**src/rtl/emgfx_ram.sv**
```systemverilog
// Generic single-port-write, single-port-read RAM with registered read.
// Used for the tap table and the sample history. No dependencies.
module emgfx_ram #(
  parameter int WIDTH = 16,
  parameter int DEPTH = 32,
  localparam int AW = (DEPTH > 1) ? $clog2(DEPTH) : 1
) (
  input  logic             clk,
  input  logic             we,
  input  logic [AW-1:0]    waddr,
  input  logic [WIDTH-1:0] wdata,
  input  logic [AW-1:0]    raddr,
  output logic [WIDTH-1:0] rdata
);

  logic [WIDTH-1:0] mem [DEPTH];

  always_ff @(posedge clk) begin
    if (we) begin
      mem[waddr] <= wdata;
    end
    rdata <= mem[raddr];
  end

endmodule

```
**config.mk**
```make
export PLATFORM = sky130hd
export DESIGN_NAME = emgfx_ram
export DESIGN_NICKNAME = d
export VERILOG_FILES = /design/src/rtl/emgfx_ram.sv
export SDC_FILE = /design/constraint.sdc
export NUM_CORES = 1
export LEC_CHECK = 0
export ABC_AREA = 1
export BUFFER_PORTS_ARGS = -buffer_cell sky130_fd_sc_hd__buf_2
export CELL_PAD_IN_SITES_DETAIL_PLACEMENT = 1
export CELL_PAD_IN_SITES_GLOBAL_PLACEMENT = 2
export CORE_MARGIN = 5
export CORE_UTILIZATION = 45
export CTS_BUF_LIST = sky130_fd_sc_hd__clkbuf_2
export DETAILED_ROUTE_END_ITERATION = 12
export PLACE_DENSITY_LB_ADDON = 0.25
export SETUP_SLACK_MARGIN = 0.3
export SYNTH_ARGS = -nofsm -noshare
export SYNTH_HDL_FRONTEND = slang
export SYNTH_SLANG_ARGS = --single-unit
```
**constraint.sdc**
```tcl
create_clock -name clk -period 2.7 [get_ports clk]
set_clock_uncertainty 0.15 [all_clocks]
set_input_delay 0.675 -clock clk [delete_from_list [all_inputs] [get_ports clk]]
set_output_delay 0.675 -clock clk [all_outputs]
set_load 0.02 [all_outputs]
```
# Word level (Yosys, flattened, before mapping)
# Memory sizes are Yosys's and may differ from the RTL's. A register that Yosys moved wholly into a read port is not among the register bits.
# Index checks and enable logic that the tools add are counted.
# totals
wordCells	3
register_bits	0
input_bits	28
memories	1
ramBits	512
# classes
muxes	2
# mem_list
name	depth	width	rd	rd_clocked_by_memory_dff	wr	line	rtl
mem	32	16	1	1	1	16	logic [WIDTH-1:0] mem [DEPTH];
# op_table
op	n
$mux W1	2

# Longest topological paths before layout
# logic_depth
depth_word	2
mapped_depth	12
ltp_nobuf	9

# Worst setup path before layout
# Ideal clock, no wire load.
# synth_timing
path_kind	in2reg
startpoint	input port waddr[0]
endpoint	memory mem[0][0] (enable)
path_slack_ps	492
stages	3
path_buffers	0
setup_time_ps	388
t_arrival_ps	1669
cell_sequence	inv_1 -> nand3_1 -> nor2_1
# synth_lines
element	line	rtl
start: declaration	10	input logic [AW-1:0] waddr,
end: declaration	16	
# Straight into the memory's write port.

# Final worst setup path
# layout_timing
startpoint	register rdata[6], read port of mem
endpoint	output port rdata[6]
# layout_lines
element	line	rtl
start: declaration	13	output logic [WIDTH-1:0] rdata
# No word-level cell between the ends.

==> run metrics <==
run status=finished, final reports clean; Final Hold Fails=0; HPWL after detailed placement=33.4 mm; top-area cell type share of the netlist area=0.722; dpl cell area=22300 um^2; largest area contributor in the netlist=edfxtp_1; routed wire length=61.3 mm; Die ar.=51800 um^2; crit start category=register; crit-path max FO=1; wire per inst=22.8 um; Yosys cell types=15; crit path capture type=output pin; worst-skew pair later-pin latency=1.26 ns; initial core utilization=0.457; Synth Register Bits=528; I/O Buffers=43; CTS tree=yes; Reg-to-Reg End=rdata[2]$_DFF_P_; slowest CP cell=dfxtp_4; Setup CP Type=register to output pin; synth cell count leaders=nand2_1, edfxtp_1, nand3_1, buf_2, nor2_1; Synth Instances=1794; CTS H-Tree Depth=4; Setup violations, final=0; post-CTS setup buffers=0; Max VDD drop=364 uV; HP Start=raddr[0]; R2R depth=10; Max clock buf depth=3; Via Count=14482; DP Worst Slack=0.224 ns; GP Congestion=0.778; Reg clk slew, reported paths=0.11 ns; Fmax achieved=382 MHz; ys flop type=edfxtp_1; share of the yosys chip area belonging to registers=0.737; clock net sink count=528; Pwr per Cell Area=652 nW/um^2; crit path time final=2.62 ns; final worst-path setup slack=0.0834 ns; ys async rst share=0; Die Width=228 um; synthesized area=21300 um^2; nets@finish=2005; Levels on crit path=1; critical path's top delay family=flip-flops; Ports=44; CTS buffer count=140; final core occ=0.517; share of cells above drive strength 1=0.175; CP Data Required Time=1.88 ns; Rows=79; unrepaired setup endpoints after global routing=true; gr ovfl total=0; Buf/Inv on CP=1; Layout area overhead=13.2%; number of synthesized flops with an enable pin=512; Slew Limit Headroom=0.434; largest net degree at the start of global routing=116; Worst Hold Class=input port to register; Avg Vias per Cell=5.39; top cells by area, synth=edfxtp_1, nand2_1, nand3_1; global-route wire length before repair=90.2 mm; max incr delay on CP=0.42 ns; most common cell in the netlist=nand2_1; Synth Net Count=1822; Layout Cells excl Fill=2686; antenna violations before repair=3; Final Max Slew Viols=0; Synth Area per Inst=11.9 um^2; R2R setup slack=0.45 ns; vias in the first global route=15164; final instance area=24100 um^2; fin crit share=0.969; Ys Warns=0; Min-Delay Path Depth=10; Total GRT Usage=0.236; Detail Route Antenna Nets=0; Die Y=228 um; max cap viols=0; Lkg Pwr=9.24 nW; Worst-Margin Slew=0.849 ns; CTS root buffer=clkbuf_2; drt drc=0; iteration-0 DRC count of the detailed router=1046; crit-path cells=buf_6; Placed Cells incl. Taps=2399; Hold Path End=rdata[3]$_DFF_P_; RR Startpoint=mem[6][2]$_DFFE_PP_; Floorplan Core Area=46700 um^2; TritonRoute pass-1 iters=5; CP arrival=1.79 ns
[per-stage QoR]
stage	TNS (ns)	power, mW	hold slack [ns]
floorplan	0	9.98	0.538
global placement	0	10.5	0.593
detailed placement	0	10.5	0.603
CTS	-0.592	15.9	0.0608
global route	-0.108	16.5	0.168
finish	0	15.7	0.225
[per-layer routing]
metal | vias to the layer above | GRT usage | share of wire
li1 | 6702 | - | -
met4 | 0 | 0.0887 | 0.021
met3 | 82 | 0.0481 | 0.045
met1 | 7345 | 0.299 | 0.42
met5 | - | 0 | 0
met2 | 353 | 0.402 | 0.52
[timing repair]
action / CTS / global route
hold endpoints to repair: 979 / 0
gates cloned: 0 / 4
pin swaps: 0 / 1
hold buffers: 40 / 0
gates resized for setup: 52 / 12
endpoints found under the setup margin: 16 / 20
[power by group]
group	switching, mW	total [mW]	leakage, nW	internal (mW)
clock	3.22	5.30	0.945	2.08
combinational	0.885	1.27	3.54	0.386
sequential	0.0529	9.16	4.75	9.10
total	4.16	15.7	9.24	11.6
[final cells by class]
class | count | area [um^2]
flip-flops and latches | 528 | 15700
multi-input cells | 1148 | 4840
fillers | 5022 | 22500
repair buffers | 149 | 1550
clock buffers | 214 | 1070
inverters | 10 | 50.0
clock inverters | 27 | 108
diodes | 3 | 7.51
well taps | 607 | 759
[sequential cells by signal, indices dropped and copies added (netlist names)]
| name | count |
|---|---|
| mem | 512 |
| rdata | 16 |
[cell usage in the layout, fill, tap and decap left out]
cell type	count
buf_12	17
buf_16	2
buf_2	25
buf_4	43
buf_6	18
clkbuf_16	4
clkbuf_2	214
clkbuf_8	1
clkinv_1	20
clkinv_2	2
clkinvlp_4	1
dfxtp_2	12
dfxtp_4	4
diode_2	3
dlygate4sd3_1	38
dlymetal6s4s_1	1
edfxtp_1	512
inv_1	7
inv_2	4
inv_4	2
inv_8	1
nand2_1	718
nand2_2	2
nand3_1	394
nand3_2	2
nor2_1	23
nor2_2	9
[kinds of logic after synthesis]
logic type	synth area share
AND/OR/NAND/NOR	0.226
flip-flops	0.737
buffers and inverters	0.0377
[worst max-delay path by stage]
stage	startpoint	end	slack, ns
detailed placement	raddr[0]	rdata[6]$_DFF_P_	0.22
CTS	rdata[6]$_DFF_P_	rdata[6]	-0.12
finish	rdata[6]$_DFF_P_	rdata[6]	0.08
floorplan	waddr[0]	mem[0][0]$_DFFE_PP_	0.49
global placement	raddr[0]	rdata[6]$_DFF_P_	0.25
global route	rdata[6]$_DFF_P_	rdata[6]	-0.07
Note: power is estimated with default switching activity, not from simulation.
