--- src/rtl/emgfx_div.sv ---
// Restoring unsigned divider, one quotient bit per cycle.
// Serves the moving-average division. Uses no package items.
module emgfx_div #(
  parameter int NW = 55,
  parameter int DW = 6
) (
  input  logic          clk,
  input  logic          rst,
  input  logic          start,
  input  logic [NW-1:0] num,
  input  logic [DW-1:0] den,
  output logic          done,
  output logic [NW-1:0] quo
);

  localparam int CNTW = $clog2(NW + 1);

  logic            busy;
  logic [CNTW-1:0] cnt;
  logic [DW-1:0]   rem;
  logic [DW-1:0]   dv;
  logic [DW:0]     tr;
  logic            ge;
  logic [DW:0]     diff;

  assign tr   = {rem, quo[NW-1]};
  assign ge   = tr >= {1'b0, dv};
  assign diff = tr - {1'b0, dv};

  always_ff @(posedge clk) begin
    if (rst) begin
      busy <= 1'b0;
      done <= 1'b0;
    end else begin
      done <= !start && busy && (cnt == CNTW'(NW - 1));
      if (start) begin
        busy <= 1'b1;
        cnt  <= '0;
        rem  <= '0;
        dv   <= den;
        quo  <= num;
      end else if (busy) begin
        rem <= ge ? diff[DW-1:0] : tr[DW-1:0];
        quo <= {quo[NW-2:0], ge};
        cnt <= cnt + CNTW'(1);
        if (cnt == CNTW'(NW - 1)) begin
          busy <= 1'b0;
        end
      end
    end
  end

endmodule

--- config.mk ---
export PLATFORM = sky130hd
export DESIGN_NAME = emgfx_div
export DESIGN_NICKNAME = d
export VERILOG_FILES = /design/src/rtl/emgfx_div.sv
export SDC_FILE = /design/constraint.sdc
export NUM_CORES = 1
export LEC_CHECK = 0
export BUFFER_PORTS_ARGS = -buffer_cell sky130_fd_sc_hd__buf_4
export CAP_MARGIN = 20
export CORE_MARGIN = 10
export CORE_UTILIZATION = 44
export CTS_BUF_LIST = sky130_fd_sc_hd__clkbuf_16
export CTS_CLUSTER_SIZE = 28
export DETAILED_ROUTE_END_ITERATION = 8
export PLACE_DENSITY = 0.72
export SETUP_SLACK_MARGIN = 0.5
export SLEW_MARGIN = 20
export SYNTH_ARGS = -nofsm -noshare
export SYNTH_HDL_FRONTEND = slang
export SYNTH_SLANG_ARGS = --single-unit
--- constraint.sdc ---
create_clock -name clk -period 6.04 [get_ports clk]
set_clock_uncertainty 0.2 [all_clocks]
set_input_delay 1.51 -clock clk [delete_from_list [all_inputs] [get_ports clk]]
set_output_delay 1.51 -clock clk [all_outputs]
set_load 0.01 [all_outputs]
* Word level (Yosys, flattened, before mapping)
Index checks and enable logic that the tools add are counted.
W data, S select, Z words.
** Storage, ports and cells
- Register bits :: 75
- Bits of input ports :: 64
- Logic and storage cells :: 25
** Cells by class
- $add $sub $neg :: 2
- Magnitude comparators :: 1
- Eq/ne operators :: 1
- Multiplexer cells :: 8
- Bitwise gates (word level) :: 1
- Reductions and logical operators :: 6
** Operators with widths (count)
- $mux W55 :: 2
- $mux W6 :: 3
- $ge A7 B6 Y1 :: 1
- $add A6 B1 Y6 const B :: 1
- $eq A6 B6 Y1 const B :: 1
- $sub A6 B6 Y6 :: 1
- $reduce_and A2 Y1 :: 2
- $mux W1 :: 3
- $logic_and A1 B1 Y1 :: 2
- $reduce_bool A2 Y1 :: 1
- $logic_not A1 Y1 :: 1
- $not A1 Y1 :: 1

* Longest topological paths before layout
- Depth in word-level cells :: 4
- Mapped depth :: 8
- Mapped depth without buffers :: 8

* Least setup slack after synthesis
OpenSTA, ideal clock, no wires.
- Path kind :: input port to flip-flop
- From :: in start
- To :: reg cnt[0] (enable)
- Setup time :: 0.494 ns
- Data arrival time :: 4.575 ns
- Slack :: 0.771 ns
- Cell stages on the path :: 3
- Cells stage by stage :: buf_2 -> nor2_1 -> nor2_1
** On the way
- Word-level cells in the longest chain between the ends :: 2
** Ends and longest elaborated chain
- from (decl) :: line 9 : input logic start,
- $reduce_bool A2 Y1 (no source line)
- $reduce_and A2 Y1 (no source line)
- to (signal assigned) :: line 45 : cnt <= cnt + CNTW'(1);
- to (decl) :: line 19 : logic [CNTW-1:0] cnt;
Every way passes these cells.
A chain may end at the register's enable or synchronous reset.

* Final worst setup path
- From :: in start
- To :: reg quo[26] (enable)
** On the way
- Word-level cells in the longest chain between the ends :: 2
** Ends and longest elaborated chain
- $reduce_bool A2 Y1 (no source line)
- $reduce_and A2 Y1 (no source line)
- to (signal assigned) :: line 41 : quo <= num;
- to (signal assigned) :: line 44 : quo <= {quo[NW-2:0], ge};
- to (decl) :: line 13 : output logic [NW-1:0] quo
Every way passes these cells.

==> flow_metrics.tcl <==
set metrics [dict create \
    grt_pass1_wl_um 11900 \
    cts-htree-levels 3 \
    postRouteAntennaNets 0 \
    yosys.area.top_type "edfxtp_1" \
    antenna_found_initial 0 \
    core_region_area_sq_um 7650 \
    syn-num-nets 285 \
    grt_max_degree 68 \
    antennaDiodeCount 0 \
    start_util_pct 44.5 \
    grt_pass1_vias 2316 \
    synth-compound-area-share_pct 3.93 \
    p_leak_nw 1.92 \
    rsz0062_at_grt "no" \
    cp_data_arrival_time_ns 3.20 \
    synthSimpleGateAreaFrac_pct 4.41 \
    ios 120 \
    fin_crit_sh_pct 56.6 \
    status "complete, no violations" \
    synth.area.top_cells "edfxtp_1 64%, mux2_2 16%, ha_1 3.3%" \
    relSlewSlack_pct 45.7 \
    worst_setup_path_start_kind "input port" \
    synth_fa_ha_area_share_pct 3.89 \
    syn_area_sq_um 3410 \
    wl_per_cell_um 17.5 \
    tightestPinTransition_ns 0.814 \
    ir_drop_uv 175 \
    setup_tns_ns 0 \
    drc 0 \
    via_per_inst 4.91 \
    grt.total_usage_pct 13.1 \
    power_density_nw_per_um2 287 \
    drv_cap 0 \
    dp_hpwl_um 5690 \
    routed_wl_um 7750 \
    die_x_um 108 \
    worstSetupPathType "in -> reg" \
    rrSetupSlack_ns 3.83 \
    synth_top_family_by_area "multiplexers" \
    drt_iter0_markers 88 \
    cts.clk_slew.worst_paths_ns 0.06 \
    synth_top_area_share_pct 64.4 \
    synthXorXnorAreaFrac_pct 1.54 \
    slew_violations 0 \
    cts_made_buffers 9 \
    cts.path.max_buffers 2 \
    fin_crit_ns 3.42 \
    finalSetupViolations 0 \
    nNetsFinal 410 \
    grt-ovfl-total 0 \
    ctsHoldBuffers 0 \
    place.gp.congestion 0.763 \
    power_mw 1.36 \
    cts_sinks 75 \
    fillers 596 \
    drive_gt1_share_pct 55.4 \
    cp_max_fo 67 \
    required_ns 5.82 \
    cts_setup_buffers 0 \
    area_growth_pct 38.9 \
    clock-root-buffer "clkbuf_16" \
    hold_viol_final 0 \
    seq_area_frac_synth_pct 65.5 \
    insertion_delay_ns 0.33 \
    cts_tree "built" \
    detail_route.first_pass.iterations 4 \
    endpoint_kind "register" \
    synthMuxAreaShare_pct 18.8 \
    ys_types 36 \
    max_freq_mhz 293 \
    syn_avg_cell_area_sq_um 16.1 \
    portBuffers 119 \
    num_rows 32 \
    dieArea_sq_um 11700 \
    yosys_warnings 0 \
    routed-via-count 2174 \
    hold_path_class "reg -> reg" \
    syn_inst 211 \
    die_h_um 108 \
    ys_ff_latch 75 \
    cts_resized 0 \
]
[critical path: stages]
cell and delay [ns]:
buf_4 0.59, nor2_1 0.18, nor2_4 0.40, buf_4 0.44
[flip-flops by register name, indices dropped and copies added, names as in the netlist]
name	cells
quo	55
cnt	6
dv	6
rem	6
busy	1
done	1
[cell usage in the layout (no fill, tap or decap), drive strengths merged, types with 2 or more instances in the layout]
cell,Yosys,final
clkinv,0,4
nor2b,2,2
dfxtp,2,2
mux2,55,55
inv,9,10
xnor2,4,4
o21ai,3,3
o21a,3,3
ha,9,9
xor2,2,2
nand3,3,3
a211oi,3,3
nand2,4,4
clkbuf,1,9
nor2,15,15
nand2b,2,2
edfxtp,73,73
mux2i,2,2
buf,6,121
a21o,2,2
[cell type report]
class | count | area [sq um] | area share (%)
clock inverters | 7 | 67.6 | 1.43
multi-input cells | 120 | 1120 | 23.6
clock buffers | 9 | 225 | 4.76
inverters | 9 | 33.8 | 0.714
flip-flops and latches | 75 | 2230 | 47.2
well taps | 102 | 128 | 2.70
repair buffers | 121 | 928 | 19.6
[path summary, 6_finish.rpt]
path | start | cells after the start | end
worst min register to register | busy$_SDFF_PP0_ | 1 | done$_SDFF_PP0_
worst min-delay path | busy$_SDFF_PP0_ | 1 | done$_SDFF_PP0_
worst max-delay path | start | 4 | quo[26]$_DFFE_PP_
worst max register to register | quo[54]$_DFFE_PP_ | 7 | rem[2]$_SDFFCE_PP0P_
[metal layers]
layer | share of wire, % | wire [um] | track usage [%]
met1 | 42 | 3240 | 15.3
met2 | 44 | 3430 | 18.9
met4 | 1.1 | 85 | 5.25
met3 | 13 | 992 | 8.15
met5 | 0 | 0 | 0
[kinds of logic (layout without fill, tap and decap cells)]
| kind of cell | Yosys count | in the layout |
|---|---|---|
| simple gates | 31 | 31 |
| xor+xnor | 6 | 6 |
| buf+inv | 16 | 146 |
| fa+ha+maj | 10 | 10 |
| compound gates | 16 | 16 |
| flops | 75 | 75 |
| mux | 57 | 57 |
[where the power goes]
part | switching, mW | internal, mW
sequential | 0.0208 | 0.619
clock | 0.200 | 0.318
combinational | 0.0887 | 0.110
[cell usage after synthesis (all sizes together)]
| cell type | n |
|---|---|
| nand2 | 4 |
| mux2 | 55 |
| xnor2 | 4 |
| xor2 | 2 |
| nand3 | 3 |
| o22ai | 1 |
| nor2b | 2 |
| buf | 6 |
| clkbuf | 1 |
| dfxtp | 2 |
| ha | 9 |
| a21o | 2 |
| nand4 | 1 |
| fa | 1 |
| or3 | 1 |
| o32ai | 1 |
| nor2 | 15 |
| a211oi | 3 |
| mux2i | 2 |
| and2 | 1 |
| o31a | 1 |
| nor3 | 1 |
| edfxtp | 73 |
| nand2b | 2 |
| inv | 9 |
| nor3b | 1 |
| o21a | 3 |
| a21oi | 1 |
| a31oi | 1 |
| o21ai | 3 |
[metrics by stage]
stage                     setup slack (ns)  hold WS (ns)  std cells  instance area [sq um]  utilization, %
after floorplan                      0.771         0.254        211                   3410               -
after global placement                1.76         0.266        426                   4410            57.7
after detailed placement              1.74         0.265        426                   4410            57.7
after CTS                             2.07         0.273        442                   4700            61.5
after global routing                  2.46         0.290        443                   4730            61.9
final                                 2.62         0.267        443                   4730            61.9
No activity file was read; power rests on OpenSTA's default activity.
