$ cat config.mk
export PLATFORM = sky130hd
export DESIGN_NAME = emgfx_zs
export DESIGN_NICKNAME = d
export VERILOG_FILES = /design/src/rtl/emgfx_pkg.sv /design/src/rtl/emgfx_zs.sv
export SDC_FILE = /design/constraint.sdc
export NUM_CORES = 2
export LEC_CHECK = 0
export CAP_MARGIN = 10
export CORE_MARGIN = 5
export CORE_UTILIZATION = 50
export DETAILED_ROUTE_END_ITERATION = 6
export DONT_BUFFER_PORTS = 1
export PLACE_DENSITY = 0.73
export SETUP_SLACK_MARGIN = 0.15
export SYNTH_ARGS = -nofsm -noshare
export SYNTH_HDL_FRONTEND = slang
export SYNTH_SLANG_ARGS = --single-unit
$ cat constraint.sdc
create_clock -name clk -period 11.8 [get_ports clk]
set_input_delay 0.59 -clock clk [delete_from_list [all_inputs] [get_ports clk]]
set_output_delay 0.59 -clock clk [all_outputs]
set_load 0.05 [all_outputs]
$ cat src/rtl/emgfx_pkg.sv
// Package for the EMG feature extractor.
// Holds the item and result types, field widths and code constants.
// Depends on nothing; emgfx_zs, the top level and the testbench import it.
package emgfx_pkg;

  localparam int FILT_W      = 24;
  localparam int FEAT_W      = 49;
  localparam int MEAN_W      = 49;
  localparam int ISIG_W      = 48;
  localparam int Z_W         = 32;
  localparam int CFG_IDX_W   = 3;
  localparam int CFG_DATA_W  = 49;
  localparam int MAX_RESULTS = 48;
  localparam int RES_W       = 6;

  localparam logic REQ_SAMPLE = 1'b0;
  localparam logic REQ_TAP    = 1'b1;

  localparam logic [CFG_IDX_W-1:0] CFG_EMG_MODE      = 3'd0;
  localparam logic [CFG_IDX_W-1:0] CFG_TAP_COUNT     = 3'd1;
  localparam logic [CFG_IDX_W-1:0] CFG_AVG_LENGTH    = 3'd2;
  localparam logic [CFG_IDX_W-1:0] CFG_CHANNEL_MEAN  = 3'd3;
  localparam logic [CFG_IDX_W-1:0] CFG_INVERSE_SIGMA = 3'd4;

  typedef struct packed {
    logic               req_type;
    logic signed [15:0] sample_value;
    logic               window_end;
    logic [4:0]         tap_index;
    logic signed [15:0] tap_value;
  } req_t;

  typedef struct packed {
    logic signed [Z_W-1:0] zscore;
    logic                  run_last;
    logic                  clipped;
  } res_t;

  typedef struct packed {
    logic           done;
    logic           clip;
    logic [Z_W-1:0] z;
  } zs_res_t;

endpackage

$ cat src/rtl/emgfx_zs.sv
// Z-score unit: (feature - mean) * inverse sigma, rounded and saturated to Q16.16.
// Four 25x24 partial products over successive cycles. Uses emgfx_pkg.
module emgfx_zs
  import emgfx_pkg::*;
(
  input  logic                     clk,
  input  logic                     rst,
  input  logic                     start,
  input  logic signed [FEAT_W-1:0] feat,
  input  logic signed [MEAN_W-1:0] mean,
  input  logic [ISIG_W-1:0]        isig,
  output zs_res_t                  res
);

  logic signed [49:0] d;
  logic               busy;
  logic [2:0]         step;
  logic [49:0]        a;
  logic [47:0]        b;
  logic               neg;
  logic [48:0]        pp;
  logic [5:0]         psh;
  logic [98:0]        acc;
  logic [24:0]        a_sel;
  logic [23:0]        b_sel;
  logic [5:0]         sh;
  logic [98:0]        rnd;
  logic [82:0]        r;
  logic [82:0]        lim;
  logic               ovf;
  logic [31:0]        qv;

  assign d     = 50'(feat) - 50'(mean);
  assign a_sel = step[1] ? a[49:25] : a[24:0];
  assign b_sel = step[0] ? b[47:24] : b[23:0];
  assign sh    = (step[1] ? 6'd25 : 6'd0) + (step[0] ? 6'd24 : 6'd0);
  assign rnd   = acc + 99'd32768;
  assign r     = rnd[98:16];
  assign lim   = neg ? 83'h80000000 : 83'h7FFFFFFF;
  assign ovf   = r > lim;
  assign qv    = ovf ? lim[31:0] : r[31:0];

  always_ff @(posedge clk) begin
    if (rst) begin
      busy     <= 1'b0;
      res.done <= 1'b0;
    end else begin
      res.done <= !start && busy && (step == 3'd5);
      if (start) begin
        busy <= 1'b1;
        step <= '0;
        a    <= d[49] ? 50'(-d) : 50'(d);
        neg  <= d[49];
        b    <= isig;
        acc  <= '0;
      end else if (busy) begin
        if (step < 3'd4) begin
          pp  <= a_sel * b_sel;
          psh <= sh;
        end
        if (step != 3'd0 && step <= 3'd4) begin
          acc <= acc + (99'(pp) << psh);
        end
        if (step == 3'd5) begin
          res.clip <= ovf;
          res.z    <= neg ? (32'd0 - qv) : qv;
          busy     <= 1'b0;
        end
        step <= step + 3'd1;
      end
    end
  end

endmodule

* After elaboration in Yosys (flattened, before gate mapping)
Index checks and enable logic that the tools add are counted.
** Cells by class
- Bitwise operators :: 2
- $add $sub $neg :: 7
- Equality and inequality tests :: 1
- Reductions and logical operators :: 12
- Shifts and indexed selects :: 1
- Multiply operators :: 1
- Order comparisons :: 3
- Multiplexer cells :: 14
** Operators by type and width (number)
- $mux 99 :: 2
- $add 99x16->99 const B :: 1
- $add 99x99->99 :: 1
- $shl 49x6->99 :: 1
- $mux 32 :: 3
- $gt 83x32->1 :: 1
- $neg 50->50 :: 1
- $sub 49x49->50 :: 1
- $mul 25x24->49 :: 1
- $mux 49 :: 1
- $sub 1x32->32 const A :: 1
- $mux 25 :: 1
- $mux 24 :: 1
- $mux 5 :: 2
- $reduce_and 4->1 :: 2
- $add 5x5->6 :: 1
- $reduce_and 2->1 :: 2
- $reduce_bool 2->1 :: 2
- $add 3x1->3 const B :: 1
- $eq 3x3->1 const B :: 1
- $le 3x3->1 const B :: 1
- $logic_and 1x1->1 :: 3
- $lt 3x3->1 const B :: 1
- $mux 1 :: 3
- 5 further kinds :: 6
** Storage, ports and cells
- Word-level logic and storage cells :: 53
- Register bits :: 291
- Output and inout bits :: 34

* Depth between registers and ports, before layout
- Depth after elaboration :: 5
- Mapped depth :: 31
- Gate-level depth less buffers :: 28

* Least setup slack after synthesis
No wires, ideal clock.
- Path kind :: reg2reg
- From :: register step[0]
- To :: register pp[42] (data pin)
- Arrival time :: 8.181 ns
- Period minus slack after synthesis :: 8.439 ns
- Path buffers :: 3
- Slack :: 3.361 ns
- Cell stages (with the launch flop) :: 31
- Setup time :: 0.258 ns
- Cell sequence :: edfxtp_1 clkbuf_1 buf_1 mux2i_1 clkbuf_1 nor2_1 fa_1 fa_1 inv_1 fa_1 inv_1 fa_1 inv_1 fa_1 inv_1 fa_1 inv_1 fa_1 inv_1 ha_1 and2_1 nand2_1 a2111oi_0 a21oi_1 a2111oi_0 o311a_1 a311o_1 a21oi_1 o21bai_1 a21oi_1 xnor2_1
** Between the ends
- Word-level cells in the longest chain between the ends :: 2
** Ends and longest elaborated chain
- start, declared :: RTL line emgfx_zs.sv:17 : logic [2:0] step;
- start signal, assigned :: RTL line emgfx_zs.sv:69 : step <= step + 3'd1;
- $mux 24 :: RTL line emgfx_zs.sv:35 : assign b_sel = step[0] ? b[47:24] : b[23:0];
- $mul 25x24->49 :: RTL line emgfx_zs.sv:58 : pp <= a_sel * b_sel;
- end signal, assigned :: RTL line emgfx_zs.sv:58
- end, declared :: RTL line emgfx_zs.sv:21 : logic [48:0] pp;
Every way passes these cells.
A chain may end at the register's enable or synchronous reset.

* Final worst setup path
- From :: register step[1]
- To :: register pp[48] (data pin)
** Between the ends
- Word-level cells in the longest chain between the ends :: 2
** Ends and longest elaborated chain
- $mux 25 :: RTL line emgfx_zs.sv:34 : assign a_sel = step[1] ? a[49:25] : a[24:0];
- $mul 25x24->49 :: RTL line emgfx_zs.sv:58
Every way passes these cells.

==> summary.md <==
• simple-gate area share of the yosys netlist: 0.180
• dominant register cell in the synthesized netlist: sky130_fd_sc_hd__edfxtp_1
• Setup WS pre-CTS: 2.29 ns
• pin count of the biggest net entering global routing: 120
• R2R Path End: pp[48]
• number of buffers inserted by post-CTS setup repair: 0
• antenna viol nets, final: 0
• total I/O pin count: 183
• CTS Root Buffer Type: sky130_fd_sc_hd__clkbuf_16
• global router's overall resource usage: 0.274
• depth of the CTS H-tree: 2
• placed instance area: 46400 um^2
• status: finished clean
• kind of launch point of the worst setup path: flop
• nets: 6126
• Synth-to-Final Area Change: 5.04%
• final count of hold timing violations: 0
• number of gates resized after CTS: 0
• most prevalent standard cell on the critical path: sky130_fd_sc_hd__fa_1
• post-synthesis share of cell area spent on full adders, half adders and majority gates: 0.324
• crit-path max cell delay: 1.08 ns
• depth of the worst register-to-register path: 29
• max-slew violation count: 0
• final critical delay including setup and external delays: 9.63 ns
• Routed wire per std cell: 21.4 um
• number of detailed-routing iterations run before antenna repair: 6
• commonest cells in the synthesized netlist: 696 x sky130_fd_sc_hd__inv_1, 664 x sky130_fd_sc_hd__nor2_1, 551 x sky130_fd_sc_hd__nand2_1
• area of the core: 89900 um^2
• Async S/R FF share, synth: 0
• fill cell count: 8254
• register bit total from synthesis: 289
• gate count after technology mapping: 5229
• drt initial violations: 3276
• count of synthesis-stage warnings from yosys: 0
• Die Width: 311 um
• clock tree from TritonCTS: done
• RD Place Congestion: 1.01
• number of port buffers: 0
• Inserted Diodes: 0
• startpoint of the worst-slack reg-to-reg timing path: step[1]
• detailed placement HPWL: 108000 um
• worst reg-to-reg setup slack: 2.17 ns
• count of standard-cell rows: 110
• via count of the first global-routing pass: 38100
• xor/xnor share of the synthesized area: 0.0511
• netlist area before placement: 45200 um^2
• number of antenna violations at the first check in global routing: 3
• dominant cell by count in the synthesized netlist: sky130_fd_sc_hd__inv_1
• CP Data Required Time: 12.10 ns
• wire length reported by the detailed router: 135000 um
• share of post-route cells with drive strength above 1: 0.0514
• nature of the critical path endpoint: flop
• kind of critical path: flop to flop
• unrepaired setup endpoints after global routing: false
• slack of the critical path: 2.17 ns
• vias post-DR: 38000
• pin slew with the least headroom to its limit: 1.16 ns
• global route total overflow: 0
• proportion of synthesized chip area in sequential cells: 0.192
• die span in y: 311 um
• detailed-route vias per instance: 6.02
• mux share of post-synthesis cell area: 0.0454
• Max-cap violations: 0
• Final setup violation count: 0
• final period utilization: 0.816
• final std cell area, no fill: 47500 um^2
• number of nets in the synthesized netlist: 6245
• Clock Skew: 0.0413 ns
• kind of cell adding the most delay to the critical path: adder cells
• number of enable-type register cells in the synthesized netlist: 287
• cell accounting for the most synthesized area: sky130_fd_sc_hd__fa_1
• share of the synthesized area in compound gates (AO/OA/AOI/OAI): 0.131
• Post-route DRC: 0
• hold endpoint: busy
• Min Hold Slack: 0.0871 ns
• number of distinct library cell variants in the gate-level netlist after synthesis: 88
• top area cells in the synthesized netlist: sky130_fd_sc_hd__fa_1 22%, sky130_fd_sc_hd__edfxtp_1 19%, sky130_fd_sc_hd__ha_1 10%
• Setup TNS Final: 0 ns
• dominant combinational cell family by area after synthesis: adder cells
• slowest CP cell: sky130_fd_sc_hd__a2111oi_1
• Max clock buf depth: 3
• normalized max-slew margin: 0.222
• number of gates on the worst path with buffers counted: 29
• data arrival time of the critical path: 9.93 ns
• syn avg cell area: 8.65 um^2
• Inserted Clock Buffers: 35
• clock edge transition at the registers on the reported setup and hold paths: 0.06 ns
• # hold bufs at CTS: 0
• number of cells on the worst hold path: 1
• global-route wire length before repair: 211000 um
• launch point of the worst hold path: rst
• area share of the largest cell type after synthesis: 0.224
• highest attainable clock frequency: 0.104 GHz
• class of the worst hold path: input pin to flop
• buffers and inverters on the worst path: 8
• clk sink count: 289
• clock latency of the later-clocked register in the worst-skew pair: 0.59 ns
• area enclosed by the die boundary: 96500 um^2
• largest fanout of any net on the critical path: 17
• initial core utilization: 0.503
==> layout by cell type (no fill, tap or decap), drive strengths merged, types with 19 or more instances in the layout <==
cell type  Yosys  final
clkbuf       193     44
nor4          34     34
nor3          94     94
mux2i         80     80
o21a          28     28
o21bai        42     42
mux4          20     20
or2           26     26
a21o         105    105
o211ai        19     19
xor2          90     90
nand2        551    551
mux2          71     71
a31oi         38     38
nor2b         51     51
and3          32     32
ha           361    361
or3           27     27
a211oi        38     38
nand3         82     82
buf           27     64
o31ai         22     22
inv          696    699
nand4         87     87
fa           506    506
and4          22     22
edfxtp       287    287
a21oi        281    281
xnor2        174    174
o21ai        190    190
nand2b        54     54
nor2         664    664
and2          28     28
==> area by class of cell <==
| class | count | area, um^2 | area share |
|---|---|---|---|
| clock buffer | 44 | 910 | 0.0192 |
| clock inverter | 18 | 201 | 0.00424 |
| inverter | 698 | 2620 | 0.0552 |
| multi-input combinational | 4022 | 33100 | 0.698 |
| sequential | 289 | 8660 | 0.182 |
| tap | 1176 | 1470 | 0.0310 |
| timing repair buffer | 64 | 480 | 0.0101 |
==> state kept, by name, indices dropped and copies added (netlist names) <==
| name | count |
|---|---|
| psh | 4 |
| pp | 49 |
| a | 50 |
| busy | 1 |
| neg | 1 |
| step | 3 |
| b | 48 |
| acc | 99 |
| res | 34 |
==> worst register-to-register path, delay by kind of cell (launching register included) <==
| family | cells | cell delay [ns] |
|---|---|---|
| fa+ha+maj | 8 | 3.93 |
| compound gates | 8 | 2.61 |
| buf+inv | 8 | 1.04 |
| flops | 1 | 0.86 |
| simple gates | 4 | 0.46 |
| mux | 1 | 0.45 |
==> worst max path at each step <==
stage | startpoint | end | slack (ns)
2_1_floorplan | step[0] | pp[42] | 3.36
3_5_place_dp | step[1] | pp[48] | 2.29
3_3_place_gp | step[1] | pp[48] | 2.51
6_report | step[1] | pp[48] | 2.17
5_1_grt | step[1] | pp[48] | 1.73
4_1_cts | step[1] | pp[48] | 2.29
==> metal layers <==
layer / GRT usage / share of wire
met4: 0.141 / 0.066
met3: 0.0599 / 0.089
met5: 0 / 0.00025
met2: 0.447 / 0.45
met1: 0.345 / 0.39
==> cells by family (layout without fill, tap and decap cells) <==
family / Yosys count / in the layout
DFF: 289 / 289
AOI/OAI and AO/OA: 928 / 928
muxes: 171 / 171
and+or+nand+nor: 1792 / 1792
xor gates and xnor gates: 264 / 264
buffers and inverters: 918 / 824
adders and majority gates: 867 / 867
==> metrics by stage <==
step | instances | utilization
after global placement | 6248 | 0.516
after detailed placement | 6248 | 0.516
after global routing | 6311 | 0.528
after CTS | 6310 | 0.528
final | 6311 | 0.528
after floorplan | 5229 | -
Power is left out: the tool's default activity adds up to more than one toggle a clock period on the data nets, which glitch-free logic cannot reach.
